**src/sv/wspe_pkg.sv**
```systemverilog
// Shared types, constants and arithmetic helpers for the subpixel plot engine.
package wspe_pkg;

	localparam int MATRIX_WIDTH  = 16;
	localparam int MATRIX_HEIGHT = 16;
	localparam int PIX_COUNT     = MATRIX_WIDTH * MATRIX_HEIGHT;
	localparam int ADDR_W        = (PIX_COUNT > 1) ? $clog2(PIX_COUNT) : 1;
	localparam int CHAN_W        = 8;
	localparam int PIX_W         = 3 * CHAN_W;
	// integer part of a position is 4 bits; one more bit holds the +1 neighbor
	localparam int COORD_W       = 5;
	localparam int QUEUE_DEPTH   = 4;
	localparam int QPTR_W        = $clog2(QUEUE_DEPTH);
	localparam int QCNT_W        = $clog2(QUEUE_DEPTH + 1);

	localparam logic [1:0] CMD_PLOT  = 2'd0;
	localparam logic [1:0] CMD_READ  = 2'd1;
	localparam logic [1:0] CMD_CLEAR = 2'd2;

	typedef enum logic [1:0] {
		OP_PLOT,
		OP_READ,
		OP_CLEAR
	} op_kind_t;

	// one pixel operation handed from the front to the back
	typedef struct packed {
		op_kind_t            kind;
		logic [COORD_W-1:0]  col;
		logic [COORD_W-1:0]  row;
		logic                inb;
		logic [CHAN_W-1:0]   weight;
		logic [CHAN_W-1:0]   red;
		logic [CHAN_W-1:0]   green;
		logic [CHAN_W-1:0]   blue;
		logic                last;
	} op_t;

	// corner weight (a*b + a + b) >> 8
	function automatic logic [CHAN_W-1:0] corner_weight(input logic [CHAN_W-1:0] a,
		input logic [CHAN_W-1:0] b);
		logic [2*CHAN_W:0] p;
		p = (2*CHAN_W+1)'(a) * (2*CHAN_W+1)'(b) + (2*CHAN_W+1)'(a) + (2*CHAN_W+1)'(b);
		return p[2*CHAN_W-1:CHAN_W];
	endfunction

	// scale a channel by a weight and add it into a base value, clamped at full scale
	function automatic logic [CHAN_W-1:0] scale_add(input logic [CHAN_W-1:0] base,
		input logic [CHAN_W-1:0] chan, input logic [CHAN_W-1:0] w);
		logic [2*CHAN_W-1:0] prod;
		logic [CHAN_W:0]     sum;
		prod = chan * w;
		sum  = {1'b0, base} + {1'b0, prod[2*CHAN_W-1:CHAN_W]};
		return sum[CHAN_W] ? {CHAN_W{1'b1}} : sum[CHAN_W-1:0];
	endfunction

	function automatic logic in_matrix(input logic [COORD_W-1:0] col,
		input logic [COORD_W-1:0] row);
		return (int'(col) < MATRIX_WIDTH) && (int'(row) < MATRIX_HEIGHT);
	endfunction

endpackage

```
**src/sv/wspe_queue.sv**
```systemverilog
// Short FIFO of pixel ops between front and back.
module wspe_queue import wspe_pkg::*; (
	input  logic clk,
	input  logic arst_n,
	input  logic push,
	input  op_t  push_op,
	output logic full,
	input  logic pop,
	output op_t  head_op,
	output logic empty
);

	op_t                slot_q [QUEUE_DEPTH];
	logic [QPTR_W-1:0]  wr_ptr_q, rd_ptr_q;
	logic [QCNT_W-1:0]  count_q;

	assign full    = (count_q == QCNT_W'(QUEUE_DEPTH));
	assign empty   = (count_q == '0);
	assign head_op = slot_q[rd_ptr_q];

	// advance pointers and count
	always_ff @(posedge clk or negedge arst_n) begin
		if (!arst_n) begin
			wr_ptr_q <= '0;
			rd_ptr_q <= '0;
			count_q  <= '0;
		end else begin
			if (push) begin
				wr_ptr_q <= (wr_ptr_q == QPTR_W'(QUEUE_DEPTH - 1)) ? '0
					: wr_ptr_q + QPTR_W'(1);
			end
			if (pop) begin
				rd_ptr_q <= (rd_ptr_q == QPTR_W'(QUEUE_DEPTH - 1)) ? '0
					: rd_ptr_q + QPTR_W'(1);
			end
			if (push && !pop) begin
				count_q <= count_q + QCNT_W'(1);
			end else if (pop && !push) begin
				count_q <= count_q - QCNT_W'(1);
			end
		end
	end

	// store entries
	always_ff @(posedge clk) begin
		if (push) begin
			slot_q[wr_ptr_q] <= push_op;
		end
	end

endmodule

```
**config.mk**
```make
export PLATFORM = sky130hd
export DESIGN_NAME = wspe_queue
export DESIGN_NICKNAME = d
export VERILOG_FILES = /design/src/sv/wspe_pkg.sv /design/src/sv/wspe_queue.sv
export SDC_FILE = /design/constraint.sdc
export NUM_CORES = 1
export LEC_CHECK = 0
export ABC_AREA = 0
export BUFFER_PORTS_ARGS = -buffer_cell sky130_fd_sc_hd__buf_2
export CAP_MARGIN = 20
export CORE_ASPECT_RATIO = 1.1
export CORE_MARGIN = 5
export CORE_UTILIZATION = 25
export DETAILED_ROUTE_END_ITERATION = 12
export PLACE_DENSITY = 0.45
export SYNTH_ARGS = -nofsm -noshare
export SYNTH_HDL_FRONTEND = slang
export SYNTH_SLANG_ARGS = --single-unit
export TNS_END_PERCENT = 20
```
**constraint.sdc**
```tcl
create_clock -name clk -period 3.05 [get_ports clk]
set_input_delay 0.305 -clock clk [delete_from_list [all_inputs] [get_ports clk]]
set_output_delay 0.305 -clock clk [all_outputs]
set_load 0.005 [all_outputs]
```
==> flow_results.org <==
** Floorplanning
- Rows :: 64
- Die X :: 170 um
- The die is approximately 190 um tall.
- Ports :: slightly below 100
- Starting density of the core :: 0.254
- The floorplan step defined a die boundary enclosing 0.0316 mm2.
- The total area inside the core boundary comes to about 0.028 mm2.

** Final layout
- From synthesis to final layout, the design area changed by 23.6%.
- The finished cells cover ~0.0087 mm2.
- For this run, the post-layout net count is around 450.
- Area of all sequential standard cells :: about 0.0057 mm2
- Number of inserted filler cells in the final layout :: around 2,700
- The number of antenna diodes in the final layout is 0.
- The multi-input combinational cells in the finished layout cover a total of approximately 0.0013 mm2.
- Core occupancy in the finished layout :: 0.313
- Of the cells placed in the final design, the portion with a size suffix greater than 1 is 0.469.

** Run status
- The run finished with clean final reports.

** Worst setup path
- Crit path largest cell delay :: approximately 0.8 ns
- Cells along the critical path :: buf_4 -> mux4_2 -> buf_2
- STA puts the critical path data arrival time at 2.21 ns.
- Of all nets on the critical path, the largest fanout is 27.
- The slowest stage of the critical path is the dfrtp_4 cell.
- STA classifies the critical path startpoint as a register.
- The critical path is of the reg -> out type.
- For the worst setup path, the data required time is roughly 2.7 ns.
- Endpoint type of the worst setup path :: output pin
- For flop-to-flop paths, the worst setup slack is roughly 1.2 ns.

** Detailed routing
- Number of design-rule violations left by the first detailed-router iteration :: roughly 190
- Post-route DRC :: 0
- Per-cell via count in the routed design :: 4.13
- Wires add up to about 14,000 um.
- In the final routed layout, each cell accounts on average for 18.5 um.
- The first detailed-routing pass took 4 iterations.
- In this run the remaining antenna-violating nets after routing total 0.
- Overall via count from detail_route :: ~3,200

** Logic synthesis
- In this run the cell area of the synthesized design comes to slightly above 0.007 mm2.
- Register bit total from synthesis :: 191
- In this run, synthesis inferred roughly 180 flip-flops with an integrated enable.
- By area the synthesized netlist is led by edfxtp_1 (78%), mux4_2 (15%), dfrtp_1 (2.5%), ha_1 (1.1%), buf_6 (0.48%).
- Synthesis handed over a netlist of about 280 instances.
- Most frequent cells after synthesis :: edfxtp_1 (184), mux4_2 (46), dfrtp_1 (7)
- For this run, the number of Yosys warnings is 0.
- For this run, the register share of the synthesized area comes to 0.809.
- Cell variety after synth :: 19
- Share of flip-flops with an asynchronous set or reset :: 0.0366
- When the netlist entered floorplanning its net count stood at 334.
- Most used flip-flop cell after synthesis :: edfxtp_1
- Fraction of synthesized cell area taken by the top area cell type :: 0.784
- Mean instance size in the synthesized netlist :: roughly 25 um2
- edfxtp_1 takes more of the synthesized area than any other cell.
- By instance count, the leading cell after synthesis is edfxtp_1.

** Power and ir drop
- Of the total power, the share spent switching nets is 0.268.
- Net switching power figure :: ~2.2 mW
- Summed over all cells, the static leakage comes to ~2.9 nW.
- P per Cell Area :: 927 mW/mm2
- Of the total power, registers draw 0.453.
- Total power for the finished layout comes to slightly above 8 mW.
- The share of total power dissipated in combinational logic is 0.244.
- Of the total power, the clock network draws 0.303.
- Worst IR Drop VDD :: ~430 uV
- The internal power of the cells totals around 5.9 mW.

** Global route
- Across every metal layer, demand over resource in global routing totals 0.0924.
- Met1 track demand over resource in global routing :: 0.107
- Wire length of the first global-routing pass :: between 20,000 and 25,000 um
- Entering global routing, the biggest net connects 29 pins.
- Vias in the first global route :: 3,504
- The number of antenna violations at the first check in global routing came to 2.
- The global routing stage identified its most utilized layer as met2.
- Global routing finished with a remaining overflow of 0.
- In the global route stage, met3 resource usage came out at 0.0365.
- Fraction of met2 tracks used by global routing :: 0.160

** Clock network
- TritonCTS built the clock tree.
- The clock net in this run drives a total of ~190 sinks.
- In this run the deepest clock path goes through 2 buffers.
- The number of gates resized after CTS was 0.
- At the later pin of the worst-skew pair, clock insertion delay measures about 0.42 ns.
- After clock tree synthesis, the clock-pin slew on the worst setup and hold paths is 0.07 ns.
- Clock root buffer master :: clkbuf_16
- The H-tree was split into 4 levels.
- Buffers inserted during clock tree synthesis total 17.

** STA
- Timing would allow up to roughly 400 MHz.
- Final sum of negative setup slack :: 0 ns
- Time the final worst path needs with I/O delays and setup :: 2.51 ns
- Relative slew slack :: 0.567
- Ratio of final minimum period to clock period :: 0.823
- Clock Skews :: 0.0110 ns
- The final number of hold-violating endpoints came to 0.
- The number of pins with negative max-slew slack in the final report is 0.
- Slew @ Worst Pin :: approximately 0.65 ns
- Setup repair after global routing left no endpoint under its margin.
- Number of failing setup endpoints in the final timing report :: 0

** Worst hold path
- Hold/Removal Path Class :: in -> reg

** Place
- Once detailed placement completed, the half-perimeter wirelength came to about 9000 um.
- Count of port buffers added during placement :: 97
- The congestion estimate from routability-driven global placement came to around 0.65.
- Once placement finished, the instance area stood at around 0.008 mm2.

** Job
- Across the run, the number of max-cap violations was 0.
==> routing by layer <==
metal  vias to the layer above  routed length (um)
met5                         -                  34
met4                         4                 163
met3                        16                 839
met2                        71                7430
met1                      1677                5740
li1                       1402                   -
==> registers in the layout (all words and copies together) (netlist names) <==
signal / count
slot_q: 184
count_q: 3
rd_ptr_q: 2
wr_ptr_q: 2
==> worst max-delay path: cells and delay by family (launching register included) <==
family,cells,cell delay [ns]
buf+inv,2,0.44
mux,1,0.52
flops,1,0.81
==> metrics by stage <==
| step | setup slack [ns] | hold slack, ns | std cells |
|---|---|---|---|
| floorplan | 0.916 | 0.00941 | 277 |
| global placement | 0.917 | 0.153 | 735 |
| detailed placement | 0.912 | 0.158 | 735 |
| finish | 0.539 | 0.0963 | 768 |
| CTS | 0.444 | 0.0695 | 768 |
| global route | 0.352 | 0.0692 | 768 |
==> kinds of logic after synthesis <==
group                    synth area share
XOR/XNOR                          0.00373
buffers and inverters              0.0124
adder cells (fa/ha/maj)            0.0135
AO/OA/AOI/OAI                     0.00142
multiplexers                        0.152
flip-flops                          0.809
AND/OR/NAND/NOR                   0.00799
==> area by class of cell <==
class                           count  area share
Clock buffer                       18      0.0493
Clock inverter                     14      0.0260
Inverter                            4     0.00172
Multi-Input combinational cell     72       0.145
Sequential cell                   191       0.655
Tap cell                          363      0.0521
Timing Repair Buffer              106      0.0710
==> cell usage in the layout (no fill, tap or decap), drive strengths merged <==
cell type / instances
edfxtp: 184
buf: 105
mux4: 46
clkbuf: 18
inv: 10
dfrtp: 7
ha: 6
bufinv: 5
and2: 4
mux2: 3
nor2: 3
nand2: 2
o21ai: 2
xor2: 2
clkinvlp: 2
nor3: 1
nor3b: 1
xnor2: 1
fa: 1
clkinv: 1
dlygate4sd3: 1
==> worst paths after layout <==
path / start / endpoint / cells after the start
max in group asynchronous: arst_n / rd_ptr_q[0] / 2
max reg2reg: wr_ptr_q[0] / slot_q[0][9] / 4
min reg2reg: count_q[2] / count_q[2] / 1
max: rd_ptr_q[0] / head_op[36] / 3
min in group asynchronous: arst_n / count_q[0] / 2
min: push_op[20] / slot_q[3][20] / 1
==> power groups by stage <==
stage                     combinational [mW]  clock, mW  sequential (mW)
after floorplan                         1.33          0             3.52
after global placement                  2.04          0             3.71
after detailed placement                2.06          0             3.74
after CTS                               2.07       2.52             3.68
after global routing                    2.16       2.64             3.72
final                                   1.97       2.45             3.66
==> repair_timing <==
item,CTS,global route
buffers inserted,0,0
hold endpoints to repair,7,0
hold buffers,1,0
Note: power is estimated with default switching activity, not from simulation.
